==> config.mk <==
export PLATFORM = sky130hd
export DESIGN_NAME = slug_back
export DESIGN_NICKNAME = d
export VERILOG_FILES = /design/src/hdl/slug_pkg.sv /design/src/hdl/slug_back.sv
export SDC_FILE = /design/constraint.sdc
export NUM_CORES = 1
export LEC_CHECK = 0
export ABC_AREA = 0
export ABC_CLOCK_PERIOD_IN_PS = 3070
export BUFFER_PORTS_ARGS = -buffer_cell sky130_fd_sc_hd__buf_4
export CAP_MARGIN = 25
export CORE_ASPECT_RATIO = 1.4
export CORE_MARGIN = 10
export CORE_UTILIZATION = 32
export CTS_CLUSTER_SIZE = 24
export DETAILED_ROUTE_END_ITERATION = 16
export PLACE_DENSITY_LB_ADDON = 0.15
export SETUP_SLACK_MARGIN = 0.05
export SYNTH_ARGS = -nofsm -noshare
export SYNTH_HDL_FRONTEND = slang
export SYNTH_SLANG_ARGS = --single-unit
==> constraint.sdc <==
create_clock -name clk -period 3.07 [get_ports clk]
set_clock_uncertainty 0.15 [all_clocks]
set_input_delay 0.307 -clock clk [delete_from_list [all_inputs] [get_ports clk]]
set_output_delay 0.307 -clock clk [all_outputs]
set_load 0.01 [all_outputs]
==> src/hdl/slug_pkg.sv <==
`default_nettype none
package slug_pkg;

    localparam int CapWidth = 16;
    localparam logic [CapWidth-1:0] CapReset = 16'd128;
    localparam int QueueDepth = 4;

    localparam logic [6:0] CharDash = 7'h2D;

    typedef struct packed {
        logic [7:0] in_byte;
        logic       in_last;
    } slug_in_t;

    typedef struct packed {
        logic [6:0] out_char;
        logic       char_valid;
        logic       slug_end;
    } slug_out_t;

    // Up to three results per byte, packed in order
    typedef struct packed {
        logic [1:0]      count;
        slug_out_t [2:0] items;
    } slug_group_t;

    // First letter of each mapping for U+00C0..U+017F; dash means none
    localparam string FirstLetters =
        {"aaaaaaaceeeeiiii", "dnooooo-ouuuuyts", "aaaaaaaceeeeiiii", "dnooooo-ouuuuyty",
         "aaaaaaccccccccdd", "ddeeeeeeeeeegggg", "gggghhhhiiiiiiii", "iiiijjkkklllllll",
         "lllnnnnnnnnnoooo", "oooorrrrrrssssss", "ssttttttuuuuuuuu", "uuuuwwyyyzzzzzzs"};

    function automatic logic [6:0] first_letter(input logic [8:0] idx);
        logic [7:0] c;
        c = 8'(FirstLetters[idx]);
        return c[6:0];
    endfunction

    function automatic logic [6:0] second_letter(input logic [20:0] cp);
        logic [6:0] s;
        unique case (cp)
            21'hC6, 21'hE6, 21'h152, 21'h153: s = 7'h65;
            21'hDE, 21'hFE:                   s = 7'h68;
            21'hDF:                           s = 7'h73;
            21'h132, 21'h133:                 s = 7'h6A;
            default:                          s = 7'h00;
        endcase
        return s;
    endfunction

endpackage
`default_nettype wire

==> src/hdl/slug_back.sv <==
`default_nettype none
module slug_back
    import slug_pkg::*;
#(
    parameter int DEPTH = QueueDepth
) (
    input  wire logic        clk,
    input  wire logic        rst_n,
    input  wire logic        wr_en,
    input  wire slug_group_t wr_group,
    output logic             q_full,
    output slug_out_t        head,
    output logic             empty,
    input  wire logic        pop
);

    localparam int AW = $clog2(DEPTH);

    slug_group_t     q_mem [DEPTH];
    logic [AW-1:0]   wp_reg, rp_reg;
    logic [AW:0]     cnt_reg;
    logic [1:0]      sub_reg;
    logic            rd_done;

    // Queue of byte groups between decode and output
    always_ff @(posedge clk)
    begin
        if (wr_en)
            q_mem[wp_reg] <= wr_group;
    end

    assign empty   = (cnt_reg == '0);
    assign q_full  = (cnt_reg == (AW+1)'(DEPTH));
    assign head    = q_mem[rp_reg].items[sub_reg];
    assign rd_done = pop && !empty && (sub_reg + 2'd1 == q_mem[rp_reg].count);

    always_ff @(posedge clk or negedge rst_n)
    begin
        if (!rst_n)
        begin
            wp_reg  <= '0;
            rp_reg  <= '0;
            cnt_reg <= '0;
            sub_reg <= '0;
        end
        else
        begin
            if (wr_en)
                wp_reg <= (wp_reg == AW'(DEPTH - 1)) ? '0 : wp_reg + 1'b1;
            if (rd_done)
            begin
                rp_reg  <= (rp_reg == AW'(DEPTH - 1)) ? '0 : rp_reg + 1'b1;
                sub_reg <= '0;
            end
            else if (pop && !empty)
                sub_reg <= sub_reg + 2'd1;
            cnt_reg <= cnt_reg + (AW+1)'(wr_en) - (AW+1)'(rd_done);
        end
    end

endmodule
`default_nettype wire
* Word-level counts from Yosys, hierarchy flattened
Memory sizes are Yosys's and may differ from the RTL's.
Cells that the tools add are included.
** Operators by class
- Add/sub/neg operators :: 5
- $lt $le $gt $ge :: 1
- Equal/unequal tests :: 4
- Multiplexer cells :: 8
- Reductions and logical operators :: 5
** Operator list (count)
- binary-select mux 9 bit (select 2 bit) :: 1
- 2-to-1 mux 9 bit :: 1
- 2-to-1 mux 2 bit :: 4
- adder 2 x 1 -> 2 bit (second input constant) :: 3
- equality test 2 bit (second input constant) :: 2
- adder 3 x 1 -> 3 bit :: 1
- equality test 3 bit (second input constant) :: 1
- zero test 3 bit :: 1
- less-than comparator 2 x 3 -> 1 bit (second input constant) :: 1
- subtractor 3 x 1 -> 3 bit :: 1
- equality test 2 bit :: 1
- logical AND 1 bit :: 2
- 2-to-1 mux 1 bit :: 2
- nonzero test 2 bit :: 1
- zero test 1 bit :: 1
** Storage, ports and cells
- Flip-flop bits (word level) :: 9
- Bits in writable memories :: 116
- Bits of input ports :: 33
- Output and inout bits :: 11
- Word-level logic and storage cells :: 28
- Memories kept :: 1
** Memory list
- q_mem :: words 4, width 29, rd ports 1, clocked after memory_dff 0, write ports 1, RTL line slug_back.sv:19 : slug_group_t q_mem [DEPTH];

* Logic depth before layout (Yosys ltp)
- Depth in word-level cells :: 5
- Gate-level depth with buffers :: 10
- Gate-level depth less buffers :: 9

* Worst setup path after synthesis
OpenSTA, ideal clock, no wires.
- Kind :: register -> register
- From :: register rp_reg[0]
- To :: register cnt_reg[2]
- Arrival :: 2.708 ns
- Required time :: 2.793 ns
- Setup slack :: 0.086 ns
- Cell stages (with the launch flop) :: 11
- Path buffers :: 1
- Clock period less this slack :: 2.984 ns
- Path through :: dfrtp_1 > buf_6 > mux4_2 > xnor2_4 > mux2_2 > ha_1 > inv_1 > ha_1 > fa_1 > xor2_1 > xnor2_1
** On the way
- Word-level cells in the longest chain between the ends :: 4
** Ends and longest elaborated chain
- start, declared :: RTL line slug_back.sv:20 : logic [AW-1:0] wp_reg, rp_reg;
- start signal, assigned :: RTL line slug_back.sv:52 : rp_reg <= (rp_reg == AW'(DEPTH - 1)) ? '0 : rp_reg + 1'b1;
- memory (4 x 29 bit)
- equality test 2 bit :: RTL line slug_back.sv:35 : assign rd_done = pop && !empty && (sub_reg + 2'd1 == q_mem[rp_reg].count);
- logical AND 1 bit :: RTL line slug_back.sv:35
- via rd_done :: RTL line slug_back.sv:23 : logic rd_done;
- subtractor 3 x 1 -> 3 bit :: RTL line slug_back.sv:57 : cnt_reg <= cnt_reg + (AW+1)'(wr_en) - (AW+1)'(rd_done);
- end signal, assigned :: RTL line slug_back.sv:57
- end, declared :: RTL line slug_back.sv:21 : logic [AW:0] cnt_reg;
The timed path passes the listed nets, and every way through them passes these cells.
A chain may end at the register's enable or synchronous reset.

* Final worst setup path
Ends and elaborated chain as after synthesis.

==> summary.txt <==
CTS
  • CTS sink cnt: ~130
  • Clock Tree Buf Depth: 2
  • Htree depth: 4
  • Clk slew on worst S/H paths: 60 ps
  • Clk Latency, worst-skew pair: roughly 400 ps
  • Number of buffers created by CTS: 17
  • CTS tree: yes
  • Clock root buffer: clkbuf_16

Critical path
  • Worst path cell trace: mux4_2, xnor2_4, mux2_4, ha_4, inv_1, ha_2, fa_2, xor2_2, xnor2_1
  • Crit end category: register
  • Worst EP arrival: ~3100 ps
  • Critical Path Fanout Max: 4
  • Slowest CP cell: mux4_2
  • Worst endpoint required time: around 3200 ps
  • CP peak stage delay: ~590 ps
  • Setup CP Type: register to register
  • FF-to-FF setup slack: 120 ps
  • CP startpoint kind: register
  • Delay-heaviest family, CP: multiplexers
  • Worst path bufs/invs: 1

Power
  • Pint: 0.00439 W
  • Sequential power share: 0.377
  • Net switching power: 0.00182 W
  • Comb power frac: 0.298
  • IR drop worst, VDD: between 0.3 and 0.4 mV
  • PD cells: 939 nW/um2
  • Share of total power in the clock network: 0.325
  • Net Sw Frac: 0.293
  • P_leak: between 2 and 2.5 nW

Floorplan
  • Die height: about 170 um
  • Row cnt: between 50 and 60
  • Core footprint: ~16000 um2
  • Die ar.: approximately 21000 um2
  • Initial Util: 0.325
  • Die width: approximately 130 um
  • Ports: 44

Drt
  • DRC errors left: 0
  • WL per Instance: roughly 19 um
  • Routed vias: between 2000 and 3000
  • 1st-iter DRT viols: between 100 and 150
  • Drt pass-1 iters: 4
  • Routed Antenna Nets: 0
  • Drt total wl: ~10 mm
  • Vias/cell: between 4 and 5

Timing
  • Final min period: about 3000 ps
  • Slew Limit Headroom: 0.671
  • Maximum operating frequency: approximately 340 MHz
  • Worst-Margin Slew: a little under 500 ps
  • Unrepaired setup endpoints after global routing: false
  • Final setup viols: 0
  • Final hold viol count: 0
  • Final Slew Violations: 0
  • Final worst path period share: 0.961
  • Final setup TNS: 0 ps

Cells and area
  • Fraction of layout instances using a drive strength above 1: 0.348
  • Post-Layout Cell Count: ~560
  • Register Area: 3710 um2
  • Area growth, synth to finish: 30.8%
  • Multi-input logic area: between 1000 and 1500 um2
  • Final core utilization: 0.425
  • Most frequent cells in the layout: edfxtp_1 (116), buf_4 (57), dlygate4sd3_1 (31), mux4_2 (29)
  • Commonest non-fill, non-tap cell in the layout: edfxtp_1
  • Max FFs per register: between 100 and 150
  • Ant. Diodes: 0
  • Nets: 387
  • Layout fillers: approximately 1400

Synthesis
  • Syn Area/Cell: approximately 20 um2
  • Post-synth EDFFs: about 120
  • Area leader, netlist: edfxtp_1
  • Post-Syn Area: around 5100 um2
  • Seq/Total Area, Yosys: 0.734
  • Area contributors post-synth: edfxtp_1 (69%), mux4_2 (13%), dfrtp_1 (4.5%)
  • Synth Instances: 250
  • Synthesis Warnings: 0
  • Yosys top cell area share: 0.690
  • Synth Register Bits: between 100 and 150
  • Netlist cell types: 37
  • Most used DFF post-synth: edfxtp_1
  • Asr flop ratio synth: 0.0720
  • Syn Nets: 291

Placed design
  • Placer Congestion: 0.728
  • Placed cell count: 489
  • Dpl hpwl: around 6.4 mm
  • Port-buffer cells: 43

Worst hold path
  • Worst hold-check path type: primary input to register

Global route
  • Total GRT Usage: 0.103
  • Largest net degree at the start of global routing: 30
  • Gr ovfl total: 0
  • Vias in the first global route: roughly 3000
  • Initial antenna violation count: 0
  • First-pass GRT wire length: around 17 mm

Outcome
  • Outcome: completed

Flow run
  • Max_cap viols: 0
[worst paths after layout]
path,end,startpoint,depth (start not counted)
setup reg to reg,cnt_reg[2]$_DFF_PN0_,rp_reg[0]$_DFFE_PN0P_,9
max in group asynchronous,rp_reg[0]$_DFFE_PN0P_,rst_n,2
hold reg to reg,cnt_reg[2]$_DFF_PN0_,cnt_reg[2]$_DFF_PN0_,1
setup / recovery,cnt_reg[2]$_DFF_PN0_,rp_reg[0]$_DFFE_PN0P_,9
hold / removal,sub_reg[0]$_DFFE_PN0P_,pop,4
min in group asynchronous,sub_reg[1]$_DFFE_PN0P_,rst_n,2
[power by group through the flow]
stage / Sequential (W) / Clock [W] / Combinational (W)
after floorplan: 0.00232 / 0 / 0.00120
after global placement: 0.00236 / 0 / 0.00180
after detailed placement: 0.00237 / 0 / 0.00180
after CTS: 0.00234 / 0.00205 / 0.00185
after global routing: 0.00237 / 0.00213 / 0.00204
final: 0.00234 / 0.00201 / 0.00185
[per-stage QoR]
| step | total power (W) | hold WS [ps] | setup slack (ps) | cell area, um2 |
|---|---|---|---|---|
| 2_1_floorplan | 0.00352 | -139 | 85.8 | 5050 |
| 3_3_place_gp | 0.00416 | 1.16 | 112 | 5650 |
| 3_5_place_dp | 0.00418 | -4.69 | 76.8 | 5650 |
| 4_1_cts | 0.00624 | 89.0 | 55.1 | 6560 |
| 5_1_grt | 0.00654 | 120 | 41.2 | 6610 |
| 6_report | 0.00620 | 98.8 | 120 | 6610 |
[synth_stat cells (2+ instances only)]
master	n
and2_1	4
and3_1	2
buf_2	3
clkbuf_1	5
dfrtp_1	9
edfxtp_1	116
ha_1	7
inv_1	17
mux2i_1	12
mux4_2	29
nand2_1	4
nor2_1	3
nor3_1	3
nor3b_1	2
o21ai_0	2
o21ai_1	2
o22ai_1	9
xnor2_1	2
[final cells by class]
cell class	count	share of cell area
Multi-Input combinational cell	97	0.189
Clock buffer	17	0.0644
Clock inverter	15	0.0260
Sequential cell	125	0.562
Timing Repair Buffer	88	0.112
Tap cell	196	0.0371
Inverter	17	0.00966
[cells by family (layout without fill, tap and decap cells)]
logic type,count (synthesis),count (layout),synth area share
buffers and inverters,28,137,0.0238
AO/OA/AOI/OAI,20,20,0.0290
adder cells (fa/ha/maj),8,8,0.0213
multiplexers,43,43,0.158
XOR/XNOR,4,4,0.0107
AND/OR/NAND/NOR,22,22,0.0235
flip-flops,125,125,0.734
[worst register-to-register path: stages, from the launching register on]
cell and delay [ps]:
dfrtp_2 420, mux4_2 590, xnor2_4 220, mux2_4 340, ha_4 260, inv_1 30, ha_2 160, fa_2 370
xor2_2 160, xnor2_1 130
[repair_timing]
action,4_1_cts,5_1_grt
resized for setup,0,5
setup buffers,1,2
endpoints found under the hold margin,127,0
hold buffers,31,0
pin swaps,0,3
endpoints found under the setup margin,1,1
[layer usage]
layer	vias up	track usage	wire, um
met5	-	0	0
met2	42	0.175	5360
met1	1377	0.119	4680
li1	1195	-	-
met3	10	0.0269	312
met4	0	0.0457	141
No activity file was read; power rests on OpenSTA's default activity.
